==> config.mk <==
export PLATFORM = sky130hd
export DESIGN_NAME = adc_channel_median_filter
export DESIGN_NICKNAME = d
export VERILOG_FILES = /design/src/rtl/amf_pkg.sv /design/src/rtl/amf_cell.sv /design/src/rtl/adc_channel_median_filter.sv
export SDC_FILE = /design/constraint.sdc
export NUM_CORES = 1
export LEC_CHECK = 0
export BUFFER_PORTS_ARGS = -buffer_cell sky130_fd_sc_hd__buf_4
export CAP_MARGIN = 20
export CORE_UTILIZATION = 36
export DETAILED_ROUTE_END_ITERATION = 10
export PLACE_DENSITY = 0.56
export SLEW_MARGIN = 20
export SYNTH_ARGS = -nofsm -noshare
export SYNTH_HDL_FRONTEND = slang
export SYNTH_SLANG_ARGS = --single-unit
==> constraint.sdc <==
create_clock -name clk -period 3.6 [get_ports clk]
set_input_delay 0.36 -clock clk [delete_from_list [all_inputs] [get_ports clk]]
set_output_delay 0.36 -clock clk [all_outputs]
set_load 0.1 [all_outputs]
==> src/rtl/amf_pkg.sv <==
// Package for the ADC channel median filter.
// Holds field widths, register addresses, default parameters and the cell link type.
// No dependencies.
package amf_pkg;

    localparam int SAMPLE_W         = 12;
    localparam int CHANNEL_W        = 3;
    localparam int COUNT_OUT_W      = 5;
    localparam int DEF_MAX_SAMPLES  = 16;
    localparam int DEF_NUM_CHANNELS = 8;

    localparam int ADDR_W = 2;
    localparam int DATA_W = 32;

    localparam logic [ADDR_W-1:0] REG_CHANNEL_SELECT = 2'd0;

    typedef struct packed {
        logic                shift;
        logic [SAMPLE_W-1:0] value;
    } amf_link_t;

endpackage

==> src/rtl/amf_cell.sv <==
// One insertion cell of the sorting row of the median filter.
// Holds one sorted sample and exchanges it with its left neighbor on insertion.
// Depends on amf_pkg.
module amf_cell
    import amf_pkg::*;
(
    input  logic                clk,
    input  logic                ins_en,
    input  logic [SAMPLE_W-1:0] sample,
    input  logic                occupied,
    input  logic                at_tail,
    input  amf_link_t           link_in,
    output amf_link_t           link_out,
    output logic [SAMPLE_W-1:0] value
);

    logic [SAMPLE_W-1:0] value_reg;
    logic [SAMPLE_W-1:0] value_next;
    logic                greater;

    // A cell whose value exceeds the new sample moves one place to the right.
    assign greater = occupied && (value_reg > sample);

    always_comb
    begin
        value_next = value_reg;
        if (ins_en)
        begin
            if (link_in.shift)
            begin
                value_next = link_in.value;
            end
            else if (greater || at_tail)
            begin
                value_next = sample;
            end
        end
    end

    always_ff @(posedge clk)
    begin
        value_reg <= value_next;
    end

    assign link_out.shift = greater;
    assign link_out.value = value_reg;
    assign value          = value_reg;

endmodule

==> src/rtl/adc_channel_median_filter.sv <==
// Top level of the ADC channel median filter: APB register, request control,
// the row of insertion cells and the median result register.
// Depends on amf_pkg and amf_cell.
//
// A request without frame_end is accepted while busy is low and leaves busy low,
// so such requests can be issued every cycle. A request with frame_end raises busy
// for the following cycle, in which the median is selected from the cell row;
// the result appears with result_valid in the cycle after that, for one cycle,
// and the receiver cannot stall it. New requests are therefore held off only in
// that median cycle. The store needs no clearing after reset.
module adc_channel_median_filter
    import amf_pkg::*;
#(
    parameter int MAX_SAMPLES  = DEF_MAX_SAMPLES,
    parameter int NUM_CHANNELS = DEF_NUM_CHANNELS
)
(
    input  logic                   clk,
    input  logic                   rst_n,
    input  logic                   start,
    output logic                   busy,
    input  logic [SAMPLE_W-1:0]    sample,
    input  logic [CHANNEL_W-1:0]   sample_channel,
    input  logic                   frame_end,
    output logic                   result_valid,
    output logic [SAMPLE_W-1:0]    median_value,
    output logic [COUNT_OUT_W-1:0] sample_count,
    input  logic                   psel,
    input  logic                   penable,
    input  logic                   pwrite,
    input  logic [ADDR_W-1:0]      paddr,
    input  logic [DATA_W-1:0]      pwdata,
    output logic [DATA_W-1:0]      prdata,
    output logic                   pready
);

    localparam int CNT_W = $clog2(MAX_SAMPLES + 1);
    localparam int IDX_W = (MAX_SAMPLES > 1) ? $clog2(MAX_SAMPLES) : 1;

    logic [CHANNEL_W-1:0]   channel_select_reg;
    logic [CHANNEL_W-1:0]   channel_select_next;
    logic [CNT_W-1:0]       count_reg;
    logic [CNT_W-1:0]       count_next;
    logic                   pending_reg;
    logic                   pending_next;
    logic                   result_valid_reg;
    logic                   result_valid_next;
    logic [SAMPLE_W-1:0]    median_reg;
    logic [SAMPLE_W-1:0]    median_next;
    logic [CNT_W-1:0]       result_count_reg;
    logic [CNT_W-1:0]       result_count_next;

    logic                   accept;
    logic                   match;
    logic                   ins_en;
    logic [IDX_W-1:0]       mid_idx;
    logic [COUNT_OUT_W+CNT_W-1:0] count_wide;

    amf_link_t              links [MAX_SAMPLES+1];
    logic [SAMPLE_W-1:0]    cell_value [MAX_SAMPLES];

    // Configuration port.
    assign pready = 1'b1;

    always_comb
    begin
        channel_select_next = channel_select_reg;
        if (psel && penable && pwrite && (paddr == REG_CHANNEL_SELECT))
        begin
            channel_select_next = pwdata[CHANNEL_W-1:0];
        end
    end

    always_comb
    begin
        prdata = '0;
        if (paddr == REG_CHANNEL_SELECT)
        begin
            prdata = DATA_W'(channel_select_reg);
        end
    end

    // Request control.
    assign busy   = pending_reg;
    assign accept = start && !busy;
    assign match  = (sample_channel == channel_select_reg)
                 && (32'(sample_channel) < NUM_CHANNELS);
    assign ins_en = accept && match && (count_reg < CNT_W'(MAX_SAMPLES));

    assign mid_idx = IDX_W'((count_reg - CNT_W'(1)) >> 1);

    always_comb
    begin
        count_next        = count_reg;
        pending_next      = 1'b0;
        result_valid_next = 1'b0;
        median_next       = median_reg;
        result_count_next = result_count_reg;
        if (pending_reg)
        begin
            result_valid_next = 1'b1;
            result_count_next = count_reg;
            median_next       = (count_reg == '0) ? '0 : cell_value[mid_idx];
            count_next        = '0;
        end
        else if (accept)
        begin
            pending_next = frame_end;
            if (ins_en)
            begin
                count_next = count_reg + CNT_W'(1);
            end
        end
    end

    always_ff @(posedge clk or negedge rst_n)
    begin
        if (!rst_n)
        begin
            channel_select_reg <= '0;
            count_reg          <= '0;
            pending_reg        <= 1'b0;
            result_valid_reg   <= 1'b0;
        end
        else
        begin
            channel_select_reg <= channel_select_next;
            count_reg          <= count_next;
            pending_reg        <= pending_next;
            result_valid_reg   <= result_valid_next;
        end
    end

    always_ff @(posedge clk)
    begin
        median_reg       <= median_next;
        result_count_reg <= result_count_next;
    end

    // Row of insertion cells.
    assign links[0].shift = 1'b0;
    assign links[0].value = '0;

    for (genvar i = 0; i < MAX_SAMPLES; i++)
    begin : g_cell
        amf_cell u_cell (
            .clk      (clk),
            .ins_en   (ins_en),
            .sample   (sample),
            .occupied (count_reg > CNT_W'(i)),
            .at_tail  (count_reg == CNT_W'(i)),
            .link_in  (links[i]),
            .link_out (links[i+1]),
            .value    (cell_value[i])
        );
    end

    // The last link feeds nothing; its shift flag is always ignored.
    assign count_wide   = {COUNT_OUT_W'(0), result_count_reg};
    assign result_valid = result_valid_reg;
    assign median_value = median_reg;
    assign sample_count = count_wide[COUNT_OUT_W-1:0];

`ifndef SYNTHESIS
    a_busy_one_cycle: assert property (@(posedge clk) disable iff (!rst_n)
        busy |=> !busy)
        else $error("busy held for more than one cycle");

    a_result_after_busy: assert property (@(posedge clk) disable iff (!rst_n)
        busy |=> result_valid)
        else $error("result did not follow the median cycle");

    a_result_only_after_busy: assert property (@(posedge clk) disable iff (!rst_n)
        result_valid |-> $past(busy))
        else $error("result without a frame end request");

    a_count_bounded: assert property (@(posedge clk) disable iff (!rst_n)
        count_reg <= CNT_W'(MAX_SAMPLES))
        else $error("sample count exceeds the store depth");
`endif

endmodule

==> impl_metrics.yaml, run 1 <==
outcome:
  status: "complete, no violations"
yosys:
  synth_area_leader_cell: "edfxtp_1"
  synth_warnings: 0
  synthArstFlopShare: 0.0457
  syn_avg_cell_area_um2: 12.9
  syn-cell-area_um2: 15500
  postSynthCellCount: 1201
  synth_enable_flop_cells: 209
  synth_area_leaders: "edfxtp_1 40%, ha_1 16%, mux2_2 13%"
  synth_top_area_share: 0.405
  seq_area_frac_synth: 0.421
  ys_ff_latch: 219
  synth_flop_cell: "edfxtp_1"
  synth_cell_type_count: 60
critical_path:
  crit_path_end_kind: "register"
  cp.required_ps: 3850
  worstReg2RegStart: "count_reg[1]"
  critPathSlowestCell: "dfrtp_1"
  crit_path_max_incr_delay_ps: 600
  cp_data_arrival_time_ps: 3360
  crit_family: "buffers and inverters"
  crit_buf_inv: 3
  start_kind: "register"
  crit_fanout: 20
  cpMostUsedCell: "buf_4"
  reg2reg_slack_ps: 490
  ff2ff_path_depth: 8
  crit_chain: "inv_1 -> ha_1 -> xnor2_2 -> buf_4 -> buf_4 -> mux4_2 -> mux2i_1 -> o22ai_1"
  setup.worst_path.class: "register to register"
  reg2reg_to: "median_value[0]"
route:
  vias_per_cell: 5.68
  firstDrtPassIters: 8
  vias: 10500
  drc_errors: 0
  drt_wl_total_um: 41900
  route.detailed.wl_per_inst_um: 22.7
  detail-route-antenna-nets: 0
  drt_iter0_markers: 693
sta:
  fin_crit_ps: 3110
  maxSlewViolCount: 0
  relSlewSlack: 0.442
  setup_viol: 0
  fin_setup_tns_ps: 0
  tightest_slew_ps: 836
  hold_violations: 0
  fmax_mhz: 321
  rsz0062_at_grt: "false"
  fin_crit_sh: 0.864
  finClkSkew_ps: 16.7
clock_tree:
  cts_buffer_depth: 3
  cts_root_buf: "clkbuf_16"
  clk_pin_slew_ps: 60
  insertion_delay_ps: 540
  htree_num_levels: 1
  cts_tree: "built"
  cts-buffers-inserted: 25
  clkSinkCount: 219
  post_cts_buffers: 0
floorplanning:
  rows: 75
  core-area_um2: 42200
  io_pins: 108
  die_y_um: 210
  die_width_um: 210
  initial_core_util: 0.367
  die_area_um2: 43900
layout:
  final_cell_mix: "209 x edfxtp_1, 196 x ha_1, 176 x mux2_2, 109 x buf_4, 87 x a21oi_1"
  diodes: 0
  drive_gt1_frac: 0.297
  area_growth_pct: 12.5
  final_nets: 1543
  largest_register_ffs: 192
  final_common_cell: "edfxtp_1"
  final_cell_area_um2: 17500
hold_path:
  holdCritStartpoint: "pwdata[1]"
  whs_endpoint: "channel_select_reg[1]"
  min_path_cells: 2
  min_path_type: "input pin to register"
run:
  drv_cap: 0
global_routing:
  grt-ovfl-total: 0
  antenna_found_initial: 0
  grt_pass1_wl_um: 64100
  grt_max_degree: 33
  grt_usage: 0.193
  grt_pass1_vias: 10700
placement:
  portBuffers: 48
  post_dp_cell_area_um2: 16700
  routabilityCongestion: 0.859
  dp_hpwl_um: 33600
power_and_ir_drop:
  max-vdd-ir-drop_mv: 0.307
  leakage_nw: 6.49
  powerDensity_nw_per_um2: 463
  power.total_mw: 8.09
[worst reg2reg max path, cell delays in order, from the launching register on]
cell,delay (ps)
dfrtp_1,600
inv_1,240
ha_1,280
xnor2_2,190
buf_4,360
buf_4,380
mux4_2,410
mux2i_1,190
o22ai_1,170
[metal layers]
layer	GRT usage	wire, um	vias to the layer above
met5	0	0	-
met2	0.345	21300	235
li1	-	-	4941
met4	0.0529	1090	0
met3	0.0211	1840	57
met1	0.245	17700	5247
[kinds of logic (layout without fill, tap and decap cells)]
kind of cell	count (synthesis)	after routing	share of synthesized area
multiplexers	256	256	0.221
AO/OA/AOI/OAI	219	219	0.0901
flip-flops	219	219	0.421
adder cells (fa/ha/maj)	197	197	0.159
AND/OR/NAND/NOR	188	188	0.0641
buffers and inverters	114	192	0.0409
XOR/XNOR	6	6	0.00387
other	2	30	0.000484
[timing repair]
item,in CTS,in global routing
gates resized for setup,0,0
hold buffers,1,0
hold endpoints to repair,10,0
[synth_stat cells (all sizes together) (3+ instances only)]
cell type / instances
edfxtp: 209
ha: 197
mux2: 184
a21oi: 87
buf: 62
mux4: 48
nand4: 48
nand2: 44
inv: 35
o21ai: 27
mux2i: 24
nor2: 23
o211ai: 21
nand3: 20
a31oi: 18
clkbuf: 17
nor2b: 17
o22ai: 13
nor3: 12
a21o: 11
dfrtp: 10
o21a: 6
or3: 6
xnor2: 6
a21boi: 4
and2: 4
nand2b: 4
o41ai: 4
a2111oi: 3
a211oi: 3
o31a: 3
o31ai: 3
[final cells by class]
type,count,area (um2)
Fill cell,3936,24800
Multi-Input combinational cell,896,8480
Sequential cell,219,6530
Timing Repair Buffer,113,888
Clock buffer,35,683
Tap cell,539,674
Inverter,35,131
Clock inverter,9,66.3
[worst max-delay path by stage]
stage / start / end / slack, ps / cells after the start
after global placement: sample[4] / g_cell[10].u_cell.value[4] / 310 / 8
after floorplan: sample[1] / g_cell[11].u_cell.value[0] / 230 / 9
after global routing: count_reg[1] / median_value[3] / 390 / 8
after detailed placement: sample[4] / g_cell[10].u_cell.value[4] / 290 / 8
after CTS: count_reg[1] / median_value[2] / 530 / 8
final: count_reg[1] / median_value[0] / 490 / 8
[report_power, final]
part	leakage, nW	switching, mW	total [mW]	internal (mW)
clock	0.362	1.05	2.44	1.38
combinational	4.10	1.59	2.73	1.13
sequential	2.02	0.0418	2.93	2.88
total	6.49	2.69	8.09	5.40
[metrics by stage]
step	worst slack [ps]	std cells	util	hold slack [ps]
floorplan	225	1229	-	64.4
global placement	306	1801	0.395	196
detailed placement	292	1801	0.395	201
CTS	531	1846	0.413	28.7
global route	391	1846	0.413	53.7
finish	490	1846	0.413	61.8
Power figures use the tool's default switching activity.
==> run 2, diff against run 1 <==
- CORE_ASPECT_RATIO: default -> 0.8
==> run 2 against run 1 <==
The flow now finishes with violations (DRC). Critical endpoint is now median_value[5]. Clock-buffer cell count down 3. Critical path type unchanged. Largest cell class unchanged. Largest power group is now combinational cells. Clock skew down 1.8 ps. Global-route usage up 3.2 points. Sequential share of layout area fell by 0.85 points.
==> impl_metrics.yaml, run 2 (same netlist as run 1, synthesis figures left out) <==
hold_path:
  min_path_cells: 2
  min_path_type: "input pin to register"
  holdCritStartpoint: "pwdata[1]"
global_routing:
  grt_pass1_vias: 11100
  grt-ovfl-total: 0
  antenna_found_initial: 1
  grt_pass1_wl_um: 72200
  grt_max_degree: 29
  grt_usage: 0.225
clock_tree:
  clkSinkCount: 219
  htree_num_levels: 1
  post_cts_buffers: 0
  insertion_delay_ps: 550
  cts_root_buf: "clkbuf_16"
  cts-buffers-inserted: 25
  ctsHoldBuffers: 1
  clk_pin_slew_ps: 60
  cts_tree: "built"
  cts-resized-gates: 0
  cts_buffer_depth: 3
critical_path:
  crit_buf_inv: 2
  crit_start: "count_reg[1]"
  crit_path_max_incr_delay_ps: 780
  crit_family: "XOR/XNOR gates"
  cp_num_cells: 7
  start_kind: "register"
  cp.required_ps: 3870
  crit_path_end_kind: "register"
  cp_data_arrival_time_ps: 3100
  worstReg2RegStart: "count_reg[1]"
  setup.worst_path.class: "register to register"
  crit_fanout: 17
  crit_chain: "inv_1 -> ha_1 -> nand2_1 -> xnor2_4 -> buf_4 -> mux2i_1 -> o22ai_1"
  ff2ff_path_depth: 7
  critPathSlowestCell: "xnor2_4"
route:
  drt_iter0_markers: 974
  detail-route-antenna-nets: 0
  route.detailed.wl_per_inst_um: 25.9
  vias: 11100
  drt_wl_total_um: 48900
  vias_per_cell: 5.85
  drc_errors: 9
  firstDrtPassIters: 8
layout:
  largest_register_ffs: 192
  area_growth_pct: 15.2
  diodes: 0
  final_common_cell: "edfxtp_1"
  drive_gt1_frac: 0.320
  final_nets: 1573
  final_cell_mix: "209 x edfxtp_1, 196 x ha_1, 176 x mux2_2, 135 x buf_4, 86 x a21oi_1"
sta:
  fin_setup_tns_ps: 0
  tightest_slew_ps: 974
  rsz0062_at_grt: "false"
  setup_viol: 0
  finalWorstSetupSlack_ps: 770
  fmax_mhz: 353
  maxSlewViolCount: 0
  hold_violations: 0
  fin_crit_sh: 0.786
  finClkSkew_ps: 14.9
  relSlewSlack: 0.351
  fin_crit_ps: 2830
outcome:
  status: "complete, but fails checks"
  violations: "DRC"
power_and_ir_drop:
  powerDensity_nw_per_um2: 481
  max-vdd-ir-drop_mv: 0.348
  leakage_nw: 6.72
floorplanning:
  die_width_um: 234
  die_y_um: 188
  io_pins: 108
  initial_core_util: 0.368
  rows: 67
  die_area_um2: 43900
  core-area_um2: 42200
placement:
  dp_hpwl_um: 37400
  dpl_worst_slack_ps: 347
  routabilityCongestion: 0.900
  portBuffers: 48
run:
  drv_cap: 0
-- run 2: cell types whose count changed in the layout (fill, tap and decap cells not counted), sizes merged --
cell / previous run / this run
buf: 112 / 142
bufinv: 1 / 4
clkbuf: 35 / 32
clkinv: 7 / 8
-- run 2: stage by stage --
step,utilization,total power [mW],hold slack (ps),instances,instance area (um2)
detailed placement,0.403,5.88,203,1844,17000
finish,0.424,8.59,44.2,1890,17900
floorplan,-,4.92,64.4,1229,15600
global route,0.424,8.88,40.5,1890,17900
global placement,0.403,5.86,202,1844,17000
CTS,0.424,8.61,19.7,1890,17900
-- run 2: where the power goes --
| group | total [mW] | internal (mW) | switching [mW] |
|---|---|---|---|
| combinational | 2.95 | 1.18 | 1.78 |
| clock | 2.72 | 1.64 | 1.08 |
| sequential | 2.92 | 2.88 | 0.0320 |
| total | 8.59 | 5.70 | 2.89 |
-- run 2: path summary, 6_finish.rpt --
path | end | slack, ps
setup / recovery | median_value[5] | 770
hold / removal | channel_select_reg[1] | 40
setup reg to reg | median_value[5] | 770
hold reg to reg | channel_select_reg[2] | 560
max in group asynchronous | channel_select_reg[0] | 3280
min in group asynchronous | count_reg[3] | 170
-- run 2: area by class of cell --
cell class	instances	area, um2
inverters	35	131
well taps	552	691
repair buffers	143	1160
clock inverters	13	169
fillers	3895	24300
multi-input cells	896	8490
clock buffers	32	692
flip-flops and latches	219	6530
-- run 2: layer usage --
| layer | global-route usage | up-vias | part of all wire |
|---|---|---|---|
| met5 | 0 | - | 0 |
| met4 | 0.0717 | 0 | 0.034 |
| met3 | 0.0520 | 79 | 0.090 |
| met2 | 0.334 | 424 | 0.43 |
| met1 | 0.321 | 5566 | 0.45 |
| li1 | - | 4981 | - |
